==> src/rtl/hsvrgb_pkg.sv <==
// Shared types and constants for the HSV to RGB color converter.
package hsvrgb_pkg;

  localparam int HUE_W   = 9;   // hue in degrees
  localparam int PCT_W   = 7;   // saturation and value in percent
  localparam int LVL_W   = 8;   // output channel level
  localparam int WGT_W   = 6;   // secondary weight, 0..60
  localparam int PROD_W  = 14;  // value times saturation, 0..10000
  localparam int NUM_W   = 20;  // channel numerator over 600000
  localparam int Y_W     = 24;  // scaled and biased numerator
  localparam int Z_W     = 18;  // numerator with the 64 factor removed
  localparam int Z_SHIFT = Y_W - Z_W;
  localparam int RCP_W   = 15;  // reciprocal of 625
  localparam int RCP_SHIFT = 24;
  localparam int QE_W    = 9;   // quotient estimate

  typedef logic [HUE_W-1:0]  hue_t;
  typedef logic [PCT_W-1:0]  pct_t;
  typedef logic [LVL_W-1:0]  level_t;
  typedef logic [WGT_W-1:0]  wgt_t;
  typedef logic [PROD_W-1:0] prod_t;
  typedef logic [NUM_W-1:0]  num_t;

  localparam hue_t   HUE_WRAP   = 9'd360;
  localparam hue_t   HUE_120    = 9'd120;
  localparam hue_t   HUE_180    = 9'd180;
  localparam hue_t   HUE_240    = 9'd240;
  localparam hue_t   HUE_300    = 9'd300;
  localparam hue_t   SECTOR_DEG = 9'd60;
  localparam pct_t   PCT_MAX    = 7'd100;
  localparam num_t   VAL_SCALE  = 20'd6000;
  localparam num_t   SECTOR_NUM = 20'd60;

  // Rounding: (255*n + 300000) / 600000 == (17*n + 20000) / 40000,
  // and 40000 = 64 * 625. The divide by 625 uses a floor reciprocal
  // of 2^24/625 followed by a single upward correction.
  localparam logic [Y_W-1:0]   ROUND_BIAS = 24'd20000;
  localparam logic [RCP_W-1:0] RECIP      = 15'd26843;
  localparam logic [Z_W-1:0]   DIV_LO     = 18'd625;

  typedef enum logic [2:0] {
    SEC_RED_YEL = 3'd0,
    SEC_YEL_GRN = 3'd1,
    SEC_GRN_CYN = 3'd2,
    SEC_CYN_BLU = 3'd3,
    SEC_BLU_MAG = 3'd4,
    SEC_MAG_RED = 3'd5
  } sector_t;

endpackage

==> src/rtl/hsvrgb_round.sv <==
// Two-stage rounding of one channel numerator over 600000 to an 8-bit level.
module hsvrgb_round (
  input  logic              clk,
  input  logic              en,
  input  hsvrgb_pkg::num_t  num,
  output hsvrgb_pkg::level_t level
);
  import hsvrgb_pkg::*;

  logic [Y_W-1:0]         y;
  logic [Z_W-1:0]         z_r;
  logic [Z_W-1:0]         z2_r;
  logic [Z_W+RCP_W-1:0]   prod;
  logic [QE_W-1:0]        qe_r;
  logic [Z_W-1:0]         back;
  logic [Z_W-1:0]         rem;

  // 17*n + 20000, then drop the factor of 64 from the divisor.
  assign y = (Y_W'(num) << 4) + Y_W'(num) + ROUND_BIAS;

  always_ff @(posedge clk) begin
    if (en) begin
      z_r <= y[Y_W-1:Z_SHIFT];
    end
  end

  assign prod = (Z_W+RCP_W)'(z_r) * (Z_W+RCP_W)'(RECIP);

  always_ff @(posedge clk) begin
    if (en) begin
      qe_r <= prod[RCP_SHIFT +: QE_W];
      z2_r <= z_r;
    end
  end

  // The estimate is the true quotient or one below it.
  assign back  = Z_W'(qe_r) * DIV_LO;
  assign rem   = z2_r - back;
  assign level = (rem >= DIV_LO) ? LVL_W'(qe_r + 1'b1) : LVL_W'(qe_r);

endmodule

==> src/rtl/hsv_to_rgb_converter_unit.sv <==
// Top level of the pipelined HSV to RGB color converter.
// Throughput: one word per clock cycle, sustained while out_tready stays high.
// An accepted input word passes through the five register stages and then the
// output register before it is presented as a result word.
// Reset (rst_n low, synchronous) empties the pipeline, the output register and
// the skid register; the datapath registers themselves are not reset.
module hsv_to_rgb_converter_unit (
  input  logic        clk,
  input  logic        rst_n,
  input  logic        in_tvalid,
  output logic        in_tready,
  input  logic [23:0] in_tdata,   // [8:0] hue_degrees, [15:9] saturation_pct,
                                  // [22:16] value_pct, [23] zero
  output logic        out_tvalid,
  input  logic        out_tready,
  output logic [23:0] out_tdata   // [7:0] red_level, [15:8] green_level,
                                  // [23:16] blue_level
);
  import hsvrgb_pkg::*;

  // The whole pipeline advances together whenever the skid register is
  // empty. The skid register catches the one word that leaves the last
  // stage in the cycle the output register turns out to be blocked, so
  // in_tready is a register output and never depends on out_tready.
  logic en;

  // Stage 1: wrap and clamp the inputs, find the sector and the weight of
  // the secondary component, and form value times saturation.
  hue_t    hue_in;
  pct_t    sat_in;
  pct_t    val_in;
  hue_t    hue;
  pct_t    sat;
  pct_t    val;
  hue_t    rem120;
  hue_t    mid_dist;
  sector_t sector;
  logic    v1_r;
  sector_t sector1_r;
  wgt_t    wgt1_r;
  prod_t   vs1_r;
  pct_t    val1_r;

  assign hue_in = in_tdata[8:0];
  assign sat_in = in_tdata[15:9];
  assign val_in = in_tdata[22:16];

  always_comb begin
    hue = (hue_in >= HUE_WRAP) ? hue_in - HUE_WRAP : hue_in;
    sat = (sat_in > PCT_MAX) ? PCT_MAX : sat_in;
    val = (val_in > PCT_MAX) ? PCT_MAX : val_in;

    if (hue >= HUE_300) begin
      sector = SEC_MAG_RED;
    end else if (hue >= HUE_240) begin
      sector = SEC_BLU_MAG;
    end else if (hue >= HUE_180) begin
      sector = SEC_CYN_BLU;
    end else if (hue >= HUE_120) begin
      sector = SEC_GRN_CYN;
    end else if (hue >= SECTOR_DEG) begin
      sector = SEC_YEL_GRN;
    end else begin
      sector = SEC_RED_YEL;
    end

    if (hue >= HUE_240) begin
      rem120 = hue - HUE_240;
    end else if (hue >= HUE_120) begin
      rem120 = hue - HUE_120;
    end else begin
      rem120 = hue;
    end

    // Distance from the middle of the 120-degree pair of sectors.
    mid_dist = (rem120 >= SECTOR_DEG) ? rem120 - SECTOR_DEG : SECTOR_DEG - rem120;
  end

  always_ff @(posedge clk) begin
    if (en) begin
      sector1_r <= sector;
      wgt1_r    <= WGT_W'(SECTOR_DEG - mid_dist);
      vs1_r     <= PROD_W'(sat) * PROD_W'(val);
      val1_r    <= val;
    end
  end

  // Stage 2: chroma, secondary component and offset, all over 600000.
  num_t    x_nxt;
  num_t    c_nxt;
  num_t    m_nxt;
  logic    v2_r;
  sector_t sector2_r;
  num_t    x2_r;
  num_t    c2_r;
  num_t    m2_r;

  assign x_nxt = NUM_W'(vs1_r) * NUM_W'(wgt1_r);
  assign c_nxt = NUM_W'(vs1_r) * SECTOR_NUM;
  assign m_nxt = NUM_W'(val1_r) * VAL_SCALE - c_nxt;

  always_ff @(posedge clk) begin
    if (en) begin
      sector2_r <= sector1_r;
      x2_r      <= x_nxt;
      c2_r      <= c_nxt;
      m2_r      <= m_nxt;
    end
  end

  // Stage 3: route chroma and the secondary component by sector and add
  // the offset to every channel. Index 0 is red, 1 green, 2 blue.
  num_t sel [3];
  num_t n3_r [3];
  logic v3_r;

  always_comb begin
    case (sector2_r)
      SEC_RED_YEL: begin sel[0] = c2_r;  sel[1] = x2_r;  sel[2] = '0;    end
      SEC_YEL_GRN: begin sel[0] = x2_r;  sel[1] = c2_r;  sel[2] = '0;    end
      SEC_GRN_CYN: begin sel[0] = '0;    sel[1] = c2_r;  sel[2] = x2_r;  end
      SEC_CYN_BLU: begin sel[0] = '0;    sel[1] = x2_r;  sel[2] = c2_r;  end
      SEC_BLU_MAG: begin sel[0] = x2_r;  sel[1] = '0;    sel[2] = c2_r;  end
      default:     begin sel[0] = c2_r;  sel[1] = '0;    sel[2] = x2_r;  end
    endcase
  end

  always_ff @(posedge clk) begin
    if (en) begin
      for (int i = 0; i < 3; i++) begin
        n3_r[i] <= sel[i] + m2_r;
      end
    end
  end

  // Stages 4 and 5: rounding to 8-bit levels, one unit per channel.
  level_t lvl [3];
  logic   v4_r;
  logic   v5_r;

  for (genvar g = 0; g < 3; g++) begin : g_round
    hsvrgb_round u_round (
      .clk   (clk),
      .en    (en),
      .num   (n3_r[g]),
      .level (lvl[g])
    );
  end

  // Output register and skid register.
  logic [23:0] result;
  logic        out_valid_r;
  logic        out_valid_nxt;
  logic [23:0] out_data_r;
  logic [23:0] out_data_nxt;
  logic        skid_valid_r;
  logic        skid_valid_nxt;
  logic [23:0] skid_data_r;
  logic [23:0] skid_data_nxt;

  assign result = {lvl[2], lvl[1], lvl[0]};
  assign en     = ~skid_valid_r;

  always_comb begin
    out_valid_nxt  = out_valid_r;
    out_data_nxt   = out_data_r;
    skid_valid_nxt = skid_valid_r;
    skid_data_nxt  = skid_data_r;
    if (skid_valid_r) begin
      // Pipeline is frozen; drain the skid word once the output moves.
      if (out_tready) begin
        out_data_nxt   = skid_data_r;
        skid_valid_nxt = 1'b0;
      end
    end else if (v5_r) begin
      if (!out_valid_r || out_tready) begin
        out_valid_nxt = 1'b1;
        out_data_nxt  = result;
      end else begin
        skid_valid_nxt = 1'b1;
        skid_data_nxt  = result;
      end
    end else if (out_tready) begin
      out_valid_nxt = 1'b0;
    end
  end

  always_ff @(posedge clk) begin
    if (!rst_n) begin
      v1_r         <= 1'b0;
      v2_r         <= 1'b0;
      v3_r         <= 1'b0;
      v4_r         <= 1'b0;
      v5_r         <= 1'b0;
      out_valid_r  <= 1'b0;
      skid_valid_r <= 1'b0;
    end else begin
      if (en) begin
        v1_r <= in_tvalid;
        v2_r <= v1_r;
        v3_r <= v2_r;
        v4_r <= v3_r;
        v5_r <= v4_r;
      end
      out_valid_r  <= out_valid_nxt;
      skid_valid_r <= skid_valid_nxt;
    end
  end

  always_ff @(posedge clk) begin
    out_data_r  <= out_data_nxt;
    skid_data_r <= skid_data_nxt;
  end

  assign in_tready  = en;
  assign out_tvalid = out_valid_r;
  assign out_tdata  = out_data_r;

`ifndef SYNTHESIS
  // A word sits in the skid register only behind a word in the output register.
  a_skid_behind_out: assert property (@(posedge clk) disable iff (!rst_n)
    skid_valid_r |-> out_valid_r)
    else $error("skid register holds a word while the output register is empty");

  // A blocked skid word is not dropped.
  a_skid_holds: assert property (@(posedge clk) disable iff (!rst_n)
    skid_valid_r && !out_tready |=> skid_valid_r && $stable(skid_data_r))
    else $error("skid word lost or changed while the output was stalled");

  // A word in the last pipeline stage stays put while the pipeline is frozen.
  a_stage5_frozen: assert property (@(posedge clk) disable iff (!rst_n)
    v5_r && !en |=> v5_r)
    else $error("last pipeline stage lost its word during a stall");
`endif

endmodule

==> config.mk <==
export PLATFORM = sky130hd
export DESIGN_NAME = hsv_to_rgb_converter_unit
export DESIGN_NICKNAME = d
export VERILOG_FILES = /design/src/rtl/hsvrgb_pkg.sv /design/src/rtl/hsvrgb_round.sv /design/src/rtl/hsv_to_rgb_converter_unit.sv
export SDC_FILE = /design/constraint.sdc
export NUM_CORES = 2
export LEC_CHECK = 0
export BUFFER_PORTS_ARGS = -buffer_cell sky130_fd_sc_hd__buf_2
export CELL_PAD_IN_SITES_DETAIL_PLACEMENT = 0
export CELL_PAD_IN_SITES_GLOBAL_PLACEMENT = 2
export CORE_ASPECT_RATIO = 1.1
export CORE_MARGIN = 1.5
export CORE_UTILIZATION = 44
export DETAILED_ROUTE_END_ITERATION = 12
export GPL_TIMING_DRIVEN = 0
export PLACE_DENSITY_LB_ADDON = 0.1
export RECOVER_POWER = 50
export SLEW_MARGIN = 0
export SYNTH_ARGS = -nofsm -noshare
export SYNTH_HDL_FRONTEND = slang
export SYNTH_SLANG_ARGS = --single-unit
export TNS_END_PERCENT = 20
==> constraint.sdc <==
create_clock -name clk -period 14.1 [get_ports clk]
set_clock_uncertainty 0.2 [all_clocks]
set_input_delay 0 -clock clk [delete_from_list [all_inputs] [get_ports clk]]
set_output_delay 0 -clock clk [all_outputs]
set_load 0.02 [all_outputs]
Yosys cells after proc, flatten, opt, wreduce, memory -nomap -nowiden
Memory sizes are Yosys's and may differ from the RTL's.
Cells that the tools add are included.

word-level totals
  register bits = 281
  RAM bits = 60
  bits of input ports = 28
  output and inout port bits = 26
  word-level logic and storage cells = 116
  memories = 1

operators by class
  $add $sub $neg = 22
  multipliers = 10
  order comparisons = 12
  eq/ne operators = 6
  muxes and demuxes = 26
  bitwise gates (word level) = 2
  reduce and logical (&&, ||, !) cells = 10

memories
  name  words  width  read ports  clocked after Yosys merged registers in  write ports  RTL line                          text
  n3_r  3      20     3           0                                        3            hsv_to_rgb_converter_unit.sv:114  num_t n3_r [3];

operator list
  operator                                                                                number
  60-bit case mux with 5 select lines                                                     1
  18-bit by 15-bit multiplier with 33-bit output (second input constant)                  3
  24-bit 2-to-1 mux                                                                       4
  24-bit by 15-bit adder with 24-bit output (second input constant)                       3
  24-bit by 20-bit adder with 24-bit output                                               3
  20-bit adder                                                                            3
  18-bit by 10-bit greater-or-equal comparator with 1-bit output (second input constant)  3
  9-bit by 10-bit multiplier with 18-bit output (second input constant)                   3
  18-bit subtractor                                                                       3
  9-bit 2-to-1 mux                                                                        3
  8-bit by 1-bit adder with 8-bit output (second input constant)                          3
  8-bit 2-to-1 mux                                                                        3
  14-bit by 6-bit multiplier with 20-bit output                                           1
  20-bit subtractor                                                                       1
  9-bit by 6-bit greater-or-equal comparator with 1-bit output (second input constant)    2
  9-bit by 8-bit greater-or-equal comparator with 1-bit output (second input constant)    2
  9-bit greater-or-equal comparator (second input constant)                               2
  14-bit by 4-bit multiplier with 18-bit output (second input constant)                   1
  7-bit by 9-bit multiplier with 16-bit output (second input constant)                    1
  7-bit greater-than comparator (second input constant)                                   2
  7-bit by 7-bit multiplier with 14-bit output                                            1
  7-bit 2-to-1 mux                                                                        2
  6-bit subtractor (first input constant)                                                 2
  1-bit 2-to-1 mux                                                                        10
  other kinds (19)                                                                        26

Depth between registers and ports, before layout
  depth in word-level cells = 8
  mapped depth = 26
  gate-level depth less buffers = 26

Hierarchy
A second synthesis with hierarchy kept.

second synthesis, totals
  cell total of the unflattened synthesis = 4446
  area total of the unflattened synthesis = 45552.4 sq um

modules (own cells, without submodules)
  module                             instances  cells an instance  area an instance (sq um)  seq. area each (sq um)
  hsv_to_rgb_converter_unit          1          1626               17458.0                   6025.8
  hsvrgb_round (g_round[2].u_round)  1          956                9467.8                    1351.3
  hsvrgb_round (g_round[0].u_round)  1          934                9371.5                    1351.3
  hsvrgb_round (g_round[1].u_round)  1          930                9255.1                    1351.3

Worst setup path after synthesis
No wires, ideal clock.

  kind = register -> register
  start point = register skid_valid_r
  end point = register out_data_r[20], in the netlist out_tdata[20], data pin
  library setup time = 187 ps
  arrival time = 9618 ps
  data required time = 13713 ps
  path slack = 4094 ps
  cell stages (with the launch flop) = 4
  path buffers = 1
  period minus slack after synthesis = 10006 ps
  path through = dfxtp_1 -> clkinv_1 -> clkbuf_1 -> mux2_2

on the way
  word-level cells in the longest chain between the ends = 1

ends and longest elaborated chain
  item                      RTL line                          text
  start: declaration        hsv_to_rgb_converter_unit.sv:156  logic skid_valid_r;
  start signal: assignment  hsv_to_rgb_converter_unit.sv:206  skid_valid_r <= skid_valid_nxt;
  24-bit 2-to-1 mux         hsv_to_rgb_converter_unit.sv:169  if (skid_valid_r) begin
  via out_data_nxt[20]      hsv_to_rgb_converter_unit.sv:155  logic [23:0] out_data_nxt;
  end signal: assignment    hsv_to_rgb_converter_unit.sv:211  out_data_r <= out_data_nxt;
  end: declaration          hsv_to_rgb_converter_unit.sv:154  logic [23:0] out_data_r;

The timed path passes the listed nets, and every way through them passes these cells.
A chain may end at the register's enable or synchronous reset.

Final worst setup path
  start point = register skid_valid_r
  end point = output in_tready

on the way
  word-level cells in the longest chain between the ends = 1

ends and longest elaborated chain
  item                 RTL line                         text
  1-bit NOT (no line)  -
  end: declaration     hsv_to_rgb_converter_unit.sv:11  output logic in_tready,

Every way passes these cells.

==> qor.yml <==
num_io_pins: 54
grt.total_usage_pct: 19.6
synth_top_cell_area_share_pct: 22.6
finalSetupTns_ns: 0
place_area_um2: 47300
synth_nets: 5759
filler_cell_count: 9768
diodes: 0
ant_nets: 0
mostFrequentLayoutCells: "inv_1 (1,013), ha_1 (815), fa_1 (494)"
cts-root-buf: "clkbuf_16"
synth_top_area_cell: "ha_1"
grt_use_met1_pct: 25.7
dieHeight_um: 339
nets: 5882
dieArea_um2: 105000
required_ns: 13.90
use_met2_pct: 34.6
ys_seq_area_share_pct: 22.3
use_met3_pct: 2.26
multiInputGateArea_um2: 31100
drive_above_1_share_pct: 3.80
core_area_um2: 102000
cts_htree_levels: 2
wl_per_cell_um: 16.5
grt_max_degree: 70
dr_total_vias: 29600
antenna_found_initial: 0
rsz0062_at_grt: "no"
worst_slew_margin_rel_pct: -141
path_class: "flip-flop to primary output"
hold_viol: 0
yosys_warnings: 0
regArea_um2: 10100
hpwl_um: 84300
hold_path_class: "input port to flip-flop"
grt_pass1_vias: 31000
fin_crit_sh_pct: 66.6
synth_area_um2: 45200
cts_tree: "done"
busiest_layer: "met2"
gp_congestion: 0.873
cts-resized-gates: 0
vias_per_cell: 4.96
drc: 0
grt_pass1_wl_um: 163000
postSynthAreaPerCell_um2: 10.2
die_x_um: 308
row_count: 123
arrival_ns: 9.18
ys.flop_type: "edfxtp_1"
cts_buffer_depth: 3
maxCapViolCount: 4
max_freq_mhz: 107
violations: "capacitance limit, slew limit"
start_util_pct: 44.3
synth_edf_count: 331
synthCells: 4422
cts.sinks: 338
synth.distinct_cells: 101
port_buffers: 48
final_common_cell: "inv_1"
grt_overflow: 0
setup_viol: 0
cts_buffers: 44
areaGrowthSynthToFinish_pct: 8.20
cp_max_fo: 66
async_flop_share_pct: 0
drt_iter0_markers: 1251
worst_pin_slew_ns: 3.61
synth.area.top_cells: "ha_1 (23%), edfxtp_1 (22%), fa_1 (22%)"
finalCriticalPeriod_ns: 9.38
cp-end-kind: "primary output"
finalMaxSlewViolations: 255
wl_um: 98500
stdcell_area_um2: 48900
clk_latency_ns: 0.61
path_clk_slew_ns: 0.06
ys_ff_latch: 338
status: "complete, but fails checks"
dr.pass1.iters: 5
start_kind: "flip-flop"
## critical path, stage by stage (launching register included)
cell and delay (ns):
dfxtp_1 0.42, clkinv_1 0.32, clkbuf_1 2.40, clkbuf_1 2.16, clkbuf_1 2.65, buf_16 0.26
buf_2 0.23
## worst paths after layout
path	depth (start not counted)	to	startpoint	slack [ns]
worst max register to register	5	val1_r[0]	skid_valid_r	5.23
worst min register to register	0	sector2_r[0]	sector1_r[0]	0.22
worst max-delay path	6	in_tready	skid_valid_r	4.72
worst min-delay path	5	vs1_r[13]	in_tdata[15]	0.02
## through the flow
step                std cells  utilization (%)  setup slack [ns]  hold WS [ns]
floorplan                4422                -              4.09        -0.101
global placement         5845             46.2             0.159        0.0688
detailed placement       5851             46.3              7.20        0.0931
CTS                      5956             48.0              7.19       0.00148
global route             5956             47.9              3.68        0.0461
finish                   5956             47.9              4.72        0.0174
## cell families after synthesis
logic type,count (synthesis),synth area share [%]
DFF,338,22.3
muxes,41,0.975
and+or+nand+nor,779,8.54
adders and majority gates,1311,44.5
buffers and inverters,1060,8.81
AOI/OAI and AO/OA,649,10.1
xor gates and xnor gates,244,4.76
## layout make-up
| type | instances | area share [%] |
|---|---|---|
| buffer | 45 | 0.348 |
| clock buffer | 54 | 2.52 |
| clock inverter | 28 | 0.548 |
| inverter | 1015 | 7.80 |
| multi-input combinational | 3024 | 63.7 |
| sequential | 338 | 20.6 |
| tap | 1375 | 3.52 |
| timing repair buffer | 77 | 0.991 |
## per-layer routing
metal	wire, um	up-vias
met3	2360	102
met5	0	-
met1	45200	14200
met2	48800	271
li1	-	15000
met4	2130	0
## timing repair
item                                   4_1_cts  5_1_grt
buffers inserted                             0        0
hold buffers                                23        0
endpoints found under the hold margin       46        0
## sequential cells by signal (all words and copies together) (netlist names), 18 cells and up
| name | cells |
|---|---|
| n3_r | 60 |
| g_round.u_round.z2_r | 54 |
| g_round.u_round.z_r | 54 |
| g_round.u_round.qe_r | 27 |
| out_tdata | 24 |
| skid_data_r | 24 |
| x2_r | 20 |
| c2_r | 18 |
## synth_stat cells (8+ instances only)
library cell / instances
a211oi_1: 18
a21boi_0: 14
a21o_1: 57
a21oi_1: 157
a22o_1: 54
a22oi_1: 8
a31o_2: 10
a31oi_1: 19
and2_1: 65
and3_1: 29
clkbuf_1: 41
edfxtp_1: 331
fa_1: 494
ha_1: 815
inv_1: 1013
mux2_2: 24
mux2i_1: 17
nand2_1: 229
nand2b_1: 22
nand3_1: 49
nand4_1: 10
nor2_1: 173
nor2b_1: 40
nor3_1: 60
nor3b_1: 13
nor4_1: 11
o2111ai_1: 14
o211ai_1: 18
o21a_1: 38
o21ai_0: 91
o21bai_1: 34
o31ai_1: 11
or2_2: 17
or3_1: 20
xnor2_1: 186
xor2_1: 57
Power is not shown: default switching activity piles up to over one toggle a cycle in this logic, so the estimate is an artifact.
